## src/rtl/tilemap_zero_run_decoder_unit_defines.svh

```systemverilog
// ----------------------------------------------------------------------------
// Assertion macros for the zero-run tile picture decoder
// Concurrent assertion wrappers, compiled away for synthesis.
// ----------------------------------------------------------------------------
`ifndef TILEMAP_ZERO_RUN_DECODER_UNIT_DEFINES_SVH
`define TILEMAP_ZERO_RUN_DECODER_UNIT_DEFINES_SVH

`ifndef SYNTHESIS
`define TZRD_ASSERT(lbl, clk, rst_n, prop) \
  lbl: assert property (@(posedge clk) disable iff (!rst_n) prop) \
    else $error("tzrd assertion failed");
`define TZRD_ASSERT_MSG(lbl, clk, rst_n, prop, msg) \
  lbl: assert property (@(posedge clk) disable iff (!rst_n) prop) \
    else $error(msg);
`else
`define TZRD_ASSERT(lbl, clk, rst_n, prop)
`define TZRD_ASSERT_MSG(lbl, clk, rst_n, prop, msg)
`endif

`endif

```

## src/rtl/tzrd_pkg.sv

```systemverilog
// ----------------------------------------------------------------------------
// Zero-run tile picture decoder package
// Types and constants shared by the decoder modules.
// ----------------------------------------------------------------------------
package tzrd_pkg;

  localparam int unsigned CfgIdxW  = 3;
  localparam int unsigned CfgDataW = 10;
  localparam int unsigned CntW     = 10;
  localparam int unsigned PosW     = 11;
  localparam int unsigned WordW    = 16;
  localparam int unsigned CoordW   = 5;

  typedef enum logic [CfgIdxW-1:0] {
    CFG_ORIGIN_X = 3'd0,
    CFG_ORIGIN_Y = 3'd1,
    CFG_WIDTH    = 3'd2,
    CFG_HEIGHT   = 3'd3,
    CFG_LAYER    = 3'd4
  } cfg_idx_e;

  typedef struct packed {
    logic signed [CfgDataW-1:0] origin_x;
    logic signed [CfgDataW-1:0] origin_y;
    logic [CntW-1:0]            width_tiles;
    logic [CntW-1:0]            height_tiles;
    logic [1:0]                 layer_select;
  } cfg_t;

  typedef struct packed {
    logic [WordW-1:0] next_word;
    logic             start_req;
  } in_item_t;

  typedef struct packed {
    logic [WordW-1:0]  tile_value;
    logic [CoordW-1:0] tile_row;
    logic [CoordW-1:0] tile_col;
    logic              write_enable;
    logic              word_taken;
    logic              last;
  } out_item_t;

  typedef struct packed {
    logic      valid;
    out_item_t item;
  } step_res_t;

endpackage

```

## src/rtl/tzrd_cfg_regs.sv

```systemverilog
// ----------------------------------------------------------------------------
// Configuration registers
// Holds origin, picture size and layer, written through a plain write port.
// ----------------------------------------------------------------------------
module tzrd_cfg_regs
  import tzrd_pkg::*;
(
  input  logic                clk_i,
  input  logic                rst_ni,
  input  logic                cfg_we_i,
  input  logic [CfgIdxW-1:0]  cfg_idx_i,
  input  logic [CfgDataW-1:0] cfg_wdata_i,
  output cfg_t                cfg_o
);

  cfg_t cfg_q;

  always_ff @(posedge clk_i or negedge rst_ni) begin
    if (!rst_ni) begin
      cfg_q <= '0;
    end else if (cfg_we_i) begin
      case (cfg_idx_e'(cfg_idx_i))
        CFG_ORIGIN_X: cfg_q.origin_x     <= cfg_wdata_i;
        CFG_ORIGIN_Y: cfg_q.origin_y     <= cfg_wdata_i;
        CFG_WIDTH:    cfg_q.width_tiles  <= cfg_wdata_i;
        CFG_HEIGHT:   cfg_q.height_tiles <= cfg_wdata_i;
        CFG_LAYER:    cfg_q.layer_select <= cfg_wdata_i[1:0];
        default: begin
        end
      endcase
    end
  end

  assign cfg_o = cfg_q;

endmodule

```

## src/rtl/tzrd_walker.sv

```systemverilog
// ----------------------------------------------------------------------------
// Picture walker
// Run and position counters with the one-position decode and clipping step.
// ----------------------------------------------------------------------------
`include "tilemap_zero_run_decoder_unit_defines.svh"

module tzrd_walker
  import tzrd_pkg::*;
#(
  parameter int unsigned VISIBLE_ROWS = 20,
  parameter int unsigned VISIBLE_COLS = 30
) (
  input  logic      clk_i,
  input  logic      rst_ni,
  input  cfg_t      cfg_i,
  input  logic      step_en_i,
  input  in_item_t  item_i,
  output step_res_t res_o
);

  localparam logic signed [PosW-1:0] RowsS  = PosW'(VISIBLE_ROWS);
  localparam logic signed [PosW-1:0] ColsS  = PosW'(VISIBLE_COLS);
  localparam logic signed [PosW-1:0] ColMax = PosW'(1023);

  logic [CntW-1:0]        run_rem_q, run_rem_d, run_e, run_n;
  logic [CntW-1:0]        row_cnt_q, row_cnt_d, rc_e;
  logic [CntW-1:0]        col_cnt_q, col_cnt_d, cc_e;
  logic signed [PosW-1:0] row_pos_q, row_pos_d, rp_e, rp_inc;
  logic signed [PosW-1:0] col_pos_q, col_pos_d, cp_e;
  logic signed [PosW-1:0] ox_ext, oy_ext, first_col;
  logic                   active_q, active_d, act_e;
  logic                   taken, literal, we, col_end, row_done;

  always_comb begin
    ox_ext = {cfg_i.origin_x[CfgDataW-1], cfg_i.origin_x};
    oy_ext = {cfg_i.origin_y[CfgDataW-1], cfg_i.origin_y};

    if (item_i.start_req) begin
      run_e = '0;
      rc_e  = '0;
      cc_e  = '0;
      rp_e  = oy_ext;
      cp_e  = ox_ext;
      act_e = (cfg_i.width_tiles != '0) && (cfg_i.height_tiles != '0) && (oy_ext < RowsS);
    end else begin
      run_e = run_rem_q;
      rc_e  = row_cnt_q;
      cc_e  = col_cnt_q;
      rp_e  = row_pos_q;
      cp_e  = col_pos_q;
      act_e = active_q;
    end

    taken   = (run_e == '0);
    literal = (item_i.next_word[WordW-1:WordW-4] != '0);
    if (taken) begin
      run_n = literal ? '0 : item_i.next_word[CntW-1:0];
    end else begin
      run_n = run_e;
    end
    if (run_n != '0) begin
      run_n = run_n - CntW'(1);
    end

    first_col = (cfg_i.layer_select == 2'd0) ? PosW'(1) : PosW'(0);
    we = (cp_e >= first_col) && (cp_e < ColsS) && !rp_e[PosW-1] && (rp_e < RowsS);

    rp_inc   = rp_e + PosW'(1);
    col_end  = ({1'b0, cc_e} + PosW'(1)) >= {1'b0, cfg_i.width_tiles};
    row_done = (({1'b0, rc_e} + PosW'(1)) >= {1'b0, cfg_i.height_tiles}) || (rp_inc >= RowsS);

    res_o.valid             = act_e;
    res_o.item.tile_value   = (taken && literal) ? item_i.next_word : '0;
    res_o.item.tile_row     = we ? rp_e[CoordW-1:0] : '0;
    res_o.item.tile_col     = we ? cp_e[CoordW-1:0] : '0;
    res_o.item.write_enable = we;
    res_o.item.word_taken   = taken;
    res_o.item.last         = col_end && row_done;

    run_rem_d = run_e;
    row_cnt_d = rc_e;
    col_cnt_d = cc_e;
    row_pos_d = rp_e;
    col_pos_d = cp_e;
    active_d  = act_e;
    if (act_e) begin
      run_rem_d = run_n;
      if (col_end) begin
        col_cnt_d = '0;
        col_pos_d = ox_ext;
        row_pos_d = rp_inc;
        if (row_done) begin
          active_d  = 1'b0;
          row_cnt_d = '0;
        end else begin
          row_cnt_d = rc_e + CntW'(1);
        end
      end else begin
        col_cnt_d = cc_e + CntW'(1);
        if (cp_e < ColMax) begin
          col_pos_d = cp_e + PosW'(1);
        end
      end
    end
  end

  always_ff @(posedge clk_i or negedge rst_ni) begin
    if (!rst_ni) begin
      run_rem_q <= '0;
      row_cnt_q <= '0;
      col_cnt_q <= '0;
      row_pos_q <= '0;
      col_pos_q <= '0;
      active_q  <= 1'b0;
    end else if (step_en_i) begin
      run_rem_q <= run_rem_d;
      row_cnt_q <= row_cnt_d;
      col_cnt_q <= col_cnt_d;
      row_pos_q <= row_pos_d;
      col_pos_q <= col_pos_d;
      active_q  <= active_d;
    end
  end

  `TZRD_ASSERT(a_last_goes_idle, clk_i, rst_ni, step_en_i && res_o.valid && res_o.item.last |=> !active_q)
  `TZRD_ASSERT(a_idle_row_in_window, clk_i, rst_ni, active_q |-> row_pos_q < RowsS)
  `TZRD_ASSERT(a_run_word_skipped, clk_i, rst_ni, step_en_i && res_o.valid && !res_o.item.word_taken |-> run_rem_q != '0)

endmodule

```

## src/rtl/tilemap_zero_run_decoder_unit.sv

```systemverilog
// ----------------------------------------------------------------------------
// Zero-run tile picture decoder
// Expands a zero-run-coded tile stream into clipped tile writes, one result
// transaction per picture position.
// ----------------------------------------------------------------------------
// Channel  Direction  Signals                           Width
// in       input      in_valid_i/in_ready_o/in_item_i    17
// out      output     out_valid_o/out_ready_i/out_item_o 29
// cfg      input      cfg_we_i/cfg_idx_i/cfg_wdata_i     3 + 10
//
// One input transaction is accepted per cycle unless the output stalls; its
// result passes through the input register and then the output register.
// An input transaction that falls outside an active picture yields no result.
// A stalled output holds the result register and the input register in turn.
// Reset clears the configuration, the counters and both stage valid flags.
// ----------------------------------------------------------------------------
`include "tilemap_zero_run_decoder_unit_defines.svh"

module tilemap_zero_run_decoder_unit
  import tzrd_pkg::*;
#(
  parameter int unsigned VISIBLE_ROWS = 20,
  parameter int unsigned VISIBLE_COLS = 30
) (
  input  logic                clk_i,
  input  logic                rst_ni,
  input  logic                in_valid_i,
  output logic                in_ready_o,
  input  in_item_t            in_item_i,
  output logic                out_valid_o,
  input  logic                out_ready_i,
  output out_item_t           out_item_o,
  input  logic                cfg_we_i,
  input  logic [CfgIdxW-1:0]  cfg_idx_i,
  input  logic [CfgDataW-1:0] cfg_wdata_i
);

  cfg_t      cfg;
  step_res_t res;
  logic      s1_valid_q, s1_valid_d;
  in_item_t  s1_item_q;
  logic      out_valid_q, out_valid_d;
  out_item_t out_item_q;
  logic      out_free, step_en;

  tzrd_cfg_regs u_cfg (
    .clk_i       (clk_i),
    .rst_ni      (rst_ni),
    .cfg_we_i    (cfg_we_i),
    .cfg_idx_i   (cfg_idx_i),
    .cfg_wdata_i (cfg_wdata_i),
    .cfg_o       (cfg)
  );

  tzrd_walker #(
    .VISIBLE_ROWS (VISIBLE_ROWS),
    .VISIBLE_COLS (VISIBLE_COLS)
  ) u_walker (
    .clk_i     (clk_i),
    .rst_ni    (rst_ni),
    .cfg_i     (cfg),
    .step_en_i (step_en),
    .item_i    (s1_item_q),
    .res_o     (res)
  );

  assign out_free   = !out_valid_q || out_ready_i;
  assign step_en    = s1_valid_q && out_free;
  assign in_ready_o = !s1_valid_q || out_free;

  always_comb begin
    s1_valid_d  = s1_valid_q;
    out_valid_d = out_valid_q;
    if (in_ready_o) begin
      s1_valid_d = in_valid_i;
    end
    if (out_free) begin
      out_valid_d = step_en && res.valid;
    end
  end

  always_ff @(posedge clk_i or negedge rst_ni) begin
    if (!rst_ni) begin
      s1_valid_q  <= 1'b0;
      out_valid_q <= 1'b0;
    end else begin
      s1_valid_q  <= s1_valid_d;
      out_valid_q <= out_valid_d;
    end
  end

  always_ff @(posedge clk_i) begin
    if (in_ready_o && in_valid_i) begin
      s1_item_q <= in_item_i;
    end
    if (step_en && res.valid) begin
      out_item_q <= res.item;
    end
  end

  assign out_valid_o = out_valid_q;
  assign out_item_o  = out_item_q;

  `TZRD_ASSERT(a_write_in_window, clk_i, rst_ni, out_valid_o && out_item_o.write_enable |-> (out_item_o.tile_row < VISIBLE_ROWS) && (out_item_o.tile_col < VISIBLE_COLS))
  `TZRD_ASSERT(a_clipped_coords_zero, clk_i, rst_ni, out_valid_o && !out_item_o.write_enable |-> (out_item_o.tile_row == '0) && (out_item_o.tile_col == '0))
  `TZRD_ASSERT_MSG(a_run_value_zero, clk_i, rst_ni, out_valid_o && !out_item_o.word_taken |-> out_item_o.tile_value == '0, "tile inside a run is not zero")

endmodule
```

## config.mk

```make
export PLATFORM = sky130hd
export DESIGN_NAME = tilemap_zero_run_decoder_unit
export DESIGN_NICKNAME = d
export VERILOG_FILES = /design/src/rtl/tzrd_pkg.sv /design/src/rtl/tzrd_cfg_regs.sv /design/src/rtl/tzrd_walker.sv /design/src/rtl/tilemap_zero_run_decoder_unit.sv
export VERILOG_INCLUDE_DIRS = /design/src /design/src/rtl
export SDC_FILE = /design/constraint.sdc
export NUM_CORES = 1
export LEC_CHECK = 0
export ABC_AREA = 1
export BUFFER_PORTS_ARGS = -buffer_cell sky130_fd_sc_hd__buf_2
export CAP_MARGIN = 20
export CORE_ASPECT_RATIO = 1.2
export CORE_MARGIN = 8
export CORE_UTILIZATION = 40
export DETAILED_ROUTE_END_ITERATION = 7
export HOLD_SLACK_MARGIN = 0.03
export PLACE_DENSITY = 0.54
export SKIP_CTS_REPAIR_TIMING = 1
export SLEW_MARGIN = 0
export SYNTH_ARGS = -nofsm -noshare
export SYNTH_HDL_FRONTEND = slang
export SYNTH_SLANG_ARGS = --single-unit
```

## constraint.sdc

```tcl
create_clock -name clk_i -period 5.85 [get_ports clk_i]
set_input_delay 1.17 -clock clk_i [delete_from_list [all_inputs] [get_ports clk_i]]
set_output_delay 1.17 -clock clk_i [all_outputs]
set_load 0.01 [all_outputs]
```

==> flow_metrics.py, run 1 <==
metrics = {
    "floorplanning": {
        "die_w_um": 149,
        "rows": 58,
        "start_util": 0.408,
        "die_y_um": 176,
        "ios": 66,
        "design.core.area_um2": 21000,
        "die_area_um2": 26300,
    },
    "global_routing": {
        "grt_pass1_vias": 7099,
        "grt_start_max_net_pins": 55,
        "antenna_found_initial": 0,
        "gr-total-overflow": 0,
        "grt_pass1_wl_mm": 37.0,
        "track_usage": 0.177,
    },
    "clock_tree": {
        "cts-htree-levels": 4,
        "cts_buffers": 17,
        "cts.clk_slew.worst_paths_ps": 60,
        "clock_path_buffers": 2,
        "clk_latency_ps": 430,
        "clock-sinks": 143,
        "cts_root_buffer": "clkbuf_16",
        "cts_tree": "built",
    },
    "min_path": {
        "min_path_type": "flop to flop",
    },
    "power": {
        "swShare": 0.406,
        "vdd_drop_max_mv": 0.323,
        "intPower_mw": 2.53,
        "power.leakage_nw": 4.75,
        "p_switching_mw": 1.73,
        "seqPwrFrac": 0.350,
        "p_clk_frac": 0.261,
        "powerDensity_nw_per_um2": 441,
        "p_comb_frac": 0.389,
    },
    "job": {
        "cap_violations": 0,
    },
    "layout": {
        "final_cells": 1450,
        "nets": 1229,
        "final_core_util": 0.461,
        "design_area_um2": 9670,
        "diodes": 0,
        "layout-drive-gt1-share": 0.147,
        "syn2layout_area_growth_pct": 13.1,
    },
    "sta": {
        "setup_viol": 0,
        "fin_crit_ps": 3740,
        "rsz0062_at_grt": "false",
        "min_period_over_period": 0.639,
        "slew_violations": 0,
        "tns_ps": 0,
        "finalWorstSetupSlack_ps": 2110,
        "tightest_slew_ps": 959,
        "max_freq_ghz": 0.268,
        "finalHoldViolCount": 0,
        "max_slew_margin": 0.359,
        "worst_clock_skew_ps": 11.1,
    },
    "yosys": {
        "ys_seq_elements": 143,
        "async_reset_ff_frac": 0.678,
        "synth.distinct_cells": 42,
        "syn_area_um2": 8550,
        "synth_cells": 1114,
        "yosys_warnings": 0,
        "syn_nets": 1176,
        "syn_avg_cell_area_um2": 7.67,
        "synth-edff-count": 46,
        "ys_seq_area_frac": 0.446,
        "synth_ff_type": "dfrtp_1",
    },
    "setup_path": {
        "cp-end-kind": "flop",
        "critPathKind": "flop to flop",
        "worstPathArrival_ps": 4100,
        "worstPathMaxFanout": 23,
        "startpoint_type": "flop",
        "crit_required_ps": 6210,
    },
    "route": {
        "initialDrtViolationCount": 400,
        "wl_mm": 22.3,
        "viasPerCell": 4.98,
        "wl_per_cell_um": 15.4,
        "drc": 0,
        "vias": 7219,
        "dr.pass1.iters": 5,
        "antenna_left": 0,
    },
    "place": {
        "postPlaceCellArea_um2": 9070,
        "dp_hpwl_mm": 16.0,
        "gp_congestion": 0.910,
        "numPortBuffers": 65,
        "dp_slack_ps": 2130,
        "dp.cells": 1418,
    },
    "status": {
        "run_status": "finished, final reports clean",
    },
}
[synthesized netlist by cell type (all sizes together) (4+ instances only)]
| master | instances | area, um^2 |
|---|---|---|
| xnor2 | 6 | 52.6 |
| o211ai | 10 | 75.1 |
| ha | 27 | 338 |
| a22oi | 9 | 67.6 |
| nand2 | 299 | 1210 |
| nor3 | 14 | 96.4 |
| nor4 | 4 | 25.0 |
| xor2 | 7 | 61.3 |
| o21ai | 98 | 524 |
| dfrtp | 97 | 2430 |
| clkbuf | 26 | 97.6 |
| inv | 163 | 612 |
| nor2 | 135 | 567 |
| edfxtp | 46 | 1380 |
| a21oi | 55 | 287 |
| buf | 12 | 110 |
| nand4 | 22 | 138 |
| nand3 | 70 | 375 |
[cell type report]
cell class / count / area (um^2)
timing repair buffer: 72 / 380
fill: 2133 / 11300
clock buffer: 24 / 493
inverter: 163 / 612
sequential: 143 / 3810
multi-input combinational: 770 / 3930
clock inverter: 8 / 103
tap: 270 / 338
[worst max-delay path: stages (launching register included)]
cell,delay (ps)
edfxtp_1,430
inv_2,80
nand2_1,130
inv_1,140
ha_1,230
nand4_1,190
o21ai_0,390
ha_1,340
a21oi_1,150
o21a_1,130
nor2_1,40
nor2_1,100
nand3_2,470
nand2_4,320
nand2_2,150
inv_2,180
nand3_1,90
nand3_1,100
[final timing paths]
path / startpoint / to / slack [ps] / depth (start not counted)
max in group asynchronous: rst_ni / u_walker.row_pos_q[2]$_DFFE_PN0P_ / 4010 / 2
min in group asynchronous: rst_ni / u_cfg.cfg_o[15]$_DFFE_PN0P_ / 810 / 1
max: s1_item_q[0]$_DFFE_PP_ / u_walker.row_cnt_q[9]$_DFFE_PN0P_ / 2110 / 17
min reg2reg: u_walker.col_pos_q[9]$_DFFE_PN0P_ / u_walker.col_pos_q[9]$_DFFE_PN0P_ / 480 / 2
min: u_walker.col_pos_q[9]$_DFFE_PN0P_ / u_walker.col_pos_q[9]$_DFFE_PN0P_ / 480 / 2
max reg2reg: s1_item_q[0]$_DFFE_PP_ / u_walker.row_cnt_q[9]$_DFFE_PN0P_ / 2110 / 17
[per-stage QoR]
step | hold WS [ps] | total power [mW]
after global routing | 509 | 4.60
after detailed placement | 466 | 3.17
final | 482 | 4.26
after global placement | 466 | 3.16
after CTS | 485 | 4.30
after floorplan | 449 | 2.73
[placed cells by master (no fill, tap or decap), types with 2 or more instances in the layout]
master | synthesis | routed
nand2_1 | 278 | 277
inv_1 | 152 | 152
nor2_1 | 119 | 118
dfrtp_1 | 97 | 97
o21ai_0 | 73 | 73
nand3_1 | 65 | 65
buf_2 | 3 | 64
a21oi_1 | 52 | 52
edfxtp_1 | 46 | 46
ha_1 | 27 | 27
nand4_1 | 22 | 22
clkbuf_16 | 0 | 18
nand2_2 | 14 | 15
o21ai_1 | 16 | 15
nor2_2 | 12 | 12
inv_2 | 11 | 11
nor3_1 | 10 | 10
o21ai_2 | 9 | 10
o211ai_1 | 10 | 10
a22oi_1 | 9 | 9
buf_4 | 4 | 8
xor2_1 | 7 | 7
nand2_4 | 7 | 7
xnor2_1 | 6 | 6
nand3_2 | 5 | 5
nor2_4 | 4 | 5
nor4_1 | 4 | 4
clkbuf_1 | 26 | 4
nor3_2 | 3 | 3
a21oi_2 | 3 | 3
o221ai_1 | 3 | 3
a21o_1 | 2 | 2
o21a_1 | 2 | 2
clkbuf_8 | 0 | 2
inv_6 | 0 | 2
bufinv_16 | 0 | 2
clkinvlp_4 | 0 | 2
clkinv_2 | 0 | 2
[registers in the layout, indices dropped and copies added, names as in the netlist, 10 cells and up]
signal,count
u_walker.row_pos_q,11
u_cfg.cfg_o,42
u_walker.col_cnt_q,10
u_walker.row_cnt_q,10
u_walker.run_rem_q,10
s1_item_q,17
u_walker.col_pos_q,11
out_item_o,29
[logic make-up (layout without fill, tap and decap cells)]
| family | Yosys count | count (layout) | synth area share |
|---|---|---|---|
| compound gates | 182 | 182 | 0.121 |
| simple gates | 548 | 548 | 0.285 |
| xor+xnor | 13 | 13 | 0.0133 |
| buf+inv | 201 | 267 | 0.0959 |
| flops | 143 | 143 | 0.446 |
| fa+ha+maj | 27 | 27 | 0.0395 |
[per-layer routing]
metal  share of wire  track usage
met5               0            0
met4           0.018       0.0628
met3           0.037       0.0305
met2            0.47        0.289
met1            0.47        0.231
[power by group through the flow]
stage / clock, mW / sequential (mW) / combinational [mW]
global placement: 0 / 1.50 / 1.66
global route: 1.17 / 1.53 / 1.90
finish: 1.11 / 1.49 / 1.66
floorplan: 0 / 1.48 / 1.26
detailed placement: 0 / 1.50 / 1.67
CTS: 1.14 / 1.49 / 1.67
(Power assumes the default switching activity.)
==> run 2: changes to the inputs <==
--- a/config.mk
+++ b/config.mk
@@ -6,7 +6,7 @@
 export SDC_FILE = /design/constraint.sdc
 export NUM_CORES = 1
 export LEC_CHECK = 0
-export ABC_AREA = 1
+export ABC_AREA = 0
 export BUFFER_PORTS_ARGS = -buffer_cell sky130_fd_sc_hd__buf_2
 export CAP_MARGIN = 20
 export CORE_ASPECT_RATIO = 1.2
@@ -14,7 +14,7 @@
 export CORE_UTILIZATION = 40
 export DETAILED_ROUTE_END_ITERATION = 7
 export HOLD_SLACK_MARGIN = 0.03
-export PLACE_DENSITY = 0.54
+export PLACE_DENSITY = 0.56
 export SKIP_CTS_REPAIR_TIMING = 1
 export SLEW_MARGIN = 0
 export SYNTH_ARGS = -nofsm -noshare
==> constraint.sdc (replaced) <==
create_clock -name clk_i -period 3.4 [get_ports clk_i]
set_input_delay 0.68 -clock clk_i [delete_from_list [all_inputs] [get_ports clk_i]]
set_output_delay 0.68 -clock clk_i [all_outputs]
set_load 0.01 [all_outputs]
==> flow_metrics.py, run 2 <==
metrics = {
    "sta": {
        "rsz0062_at_grt": "true",
        "finalHoldViolCount": 0,
        "finalWorstSetupSlack_ps": -14.5,
        "tns_ps": -14.5,
        "worst_clock_skew_ps": 8.85,
        "fin_crit_ps": 3410,
        "holdWs_ps": 315,
        "max_slew_margin": 0.436,
        "tightest_slew_ps": 846,
        "slew_violations": 0,
        "min_period_over_period": 1.00,
        "max_freq_ghz": 0.293,
        "setup_viol": 1,
    },
    "status": {
        "run_status": "finished with violations",
        "violations": "setup timing",
    },
    "yosys": {
        "ys_seq_area_frac": 0.450,
        "yosys.area.top_type": "dfrtp_1",
        "syn_nets": 910,
        "synth_ff_type": "dfrtp_1",
        "syn_avg_cell_area_um2": 9.98,
        "synth.distinct_cells": 74,
        "async_reset_ff_frac": 0.678,
        "synth-edff-count": 46,
        "syn_area_um2": 8460,
        "synth_cells": 848,
        "ys_seq_elements": 143,
        "ys_top_cells_by_area": "dfrtp_1 29%, edfxtp_1 16%, mux2_2 5.3%",
        "synth_top_area_frac": 0.287,
        "synthTopCellsByCount": "97 x dfrtp_1, 85 x nand2_1, 52 x nor2_1, 46 x edfxtp_1, 46 x o21ai_0",
        "synth.most_common_cell": "dfrtp_1",
        "yosys_warnings": 0,
    },
    "setup_path": {
        "cp_slowest_cell": "edfxtp_1",
        "worstPathMaxFanout": 16,
        "reg2regPathDepth": 12,
        "cpMostUsedCell": "a221o_1",
        "worstPathArrival_ps": 3720,
        "crit_chain": "buf_6 -> nor3_2 -> nand3_1 -> or3_1 -> a21oi_1 -> ha_1 -> a221o_1 -> a41o_4 -> buf_12 -> nand3_4 -> xnor2_2 -> a221o_1",
        "critPathKind": "flop to flop",
        "cpPeakStageDelay_ps": 490,
        "cp-end-kind": "flop",
        "startpoint_type": "flop",
        "crit_required_ps": 3710,
    },
    "route": {
        "drc": 0,
        "wl_met2_mm": 11.8,
        "wl_mm": 24.6,
        "met1Wirelength_mm": 11.0,
        "routed-wl-met3_mm": 1.01,
        "antenna_left": 0,
        "topRoutingLayerUsed": "met4",
        "vias": 7153,
        "viasPerCell": 5.65,
        "wl_per_cell_um": 19.4,
        "dr.pass1.iters": 5,
        "initialDrtViolationCount": 466,
    },
    "power": {
        "power.leakage_nw": 4.51,
        "powerDensity_nw_per_um2": 648,
        "vdd_drop_max_mv": 0.379,
    },
    "global_routing": {
        "grt_start_max_net_pins": 98,
        "track_usage": 0.186,
        "antenna_found_initial": 1,
        "grt_pass1_vias": 7107,
        "gr-total-overflow": 0,
        "grt_pass1_wl_mm": 38.2,
    },
    "layout": {
        "final_cell_mix": "97 x dfrtp_1, 81 x nand2_1, 80 x buf_4",
        "nets": 1045,
        "design_area_um2": 10600,
        "syn2layout_area_growth_pct": 25.8,
        "diodes": 0,
        "fillers": 1947,
        "layout-drive-gt1-share": 0.301,
        "final_common_cell": "dfrtp_1",
        "largest_reg_flops": 42,
    },
    "floorplanning": {
        "rows": 58,
        "die_w_um": 149,
        "design.core.area_um2": 20900,
        "die_y_um": 175,
        "die_area_um2": 26100,
        "start_util": 0.405,
        "ios": 66,
    },
    "min_path": {
        "min_path_type": "input port to async pin",
    },
    "clock_tree": {
        "clk_latency_ps": 420,
        "clock-sinks": 143,
        "cts.clk_slew.worst_paths_ps": 60,
        "cts_tree": "built",
        "cts_buffers": 17,
        "clock_path_buffers": 2,
        "cts_root_buffer": "clkbuf_16",
        "cts-htree-levels": 4,
    },
    "place": {
        "postPlaceCellArea_um2": 9720,
        "numPortBuffers": 65,
        "dp_hpwl_mm": 17.6,
        "gp_congestion": 0.846,
    },
    "job": {
        "cap_violations": 0,
    },
}
[run 2: critical path: cells and delay by family (launching register included)]
| family | cells | cell delay (ps) |
|---|---|---|
| fa+ha+maj | 1 | 300 |
| buf+inv | 2 | 380 |
| flops | 1 | 490 |
| xor+xnor | 1 | 70 |
| compound gates | 4 | 1290 |
| simple gates | 4 | 770 |
[run 2: metal layers]
layer,track usage,vias to the layer above
met5,0,-
met4,0.0902,0
met3,0.0288,43
met2,0.307,195
met1,0.235,3504
li1,-,3411
[run 2: logic make-up (layout without fill, tap and decap cells)]
family,after synthesis,in the layout,share of synthesized area
mux,62,62,0.0792
fa+ha+maj,27,27,0.0399
flops,143,143,0.450
simple gates,315,315,0.195
xor+xnor,29,29,0.0300
compound gates,191,191,0.162
buf+inv,81,228,0.0446
[run 2: layout make-up]
| cell class | count | area (um^2) | share of cell area |
|---|---|---|---|
| multi-input cells | 624 | 4570 | 0.429 |
| flip-flops and latches | 143 | 3810 | 0.358 |
| repair buffers | 163 | 1200 | 0.113 |
| clock buffers | 22 | 475 | 0.0446 |
| well taps | 270 | 338 | 0.0317 |
| clock inverters | 9 | 131 | 0.0123 |
| inverters | 34 | 128 | 0.0120 |
[run 2: path summary, 6_finish.rpt]
check	startpoint	end	slack [ps]
worst min register to register	u_cfg.cfg_o[11]$_DFFE_PN0P_	u_cfg.cfg_o[11]$_DFFE_PN0P_	500
worst max-delay path	s1_item_q[0]$_DFFE_PP_	u_walker.row_pos_q[2]$_DFFE_PN0P_	-10
min in group clk_i	in_item_i[13]	s1_item_q[13]$_DFFE_PP_	430
worst max register to register	s1_item_q[0]$_DFFE_PP_	u_walker.row_pos_q[2]$_DFFE_PN0P_	-10
worst min-delay path	rst_ni	u_cfg.cfg_o[12]$_DFFE_PN0P_	310
max in group asynchronous	rst_ni	u_walker.col_cnt_q[6]$_DFFE_PN0P_	2680
[run 2: metrics by stage]
step | setup WS, ps | instances | power, mW | utilization
2_1_floorplan | -977 | 848 | 3.99 | -
3_3_place_gp | -21.4 | 1226 | 4.83 | 0.465
3_5_place_dp | -109 | 1226 | 4.86 | 0.465
4_1_cts | -149 | 1257 | 6.83 | 0.494
5_1_grt | -160 | 1265 | 7.27 | 0.510
6_report | -14.5 | 1265 | 6.90 | 0.510
[run 2: power by group]
| group | switching [mW] | internal [mW] | total, mW | leakage (nW) |
|---|---|---|---|---|
| combinational | 1.28 | 1.03 | 2.30 | 2.57 |
| clock | 0.739 | 1.21 | 1.95 | 0.288 |
| sequential | 0.461 | 2.19 | 2.65 | 1.66 |
| total | 2.48 | 4.43 | 6.90 | 4.51 |
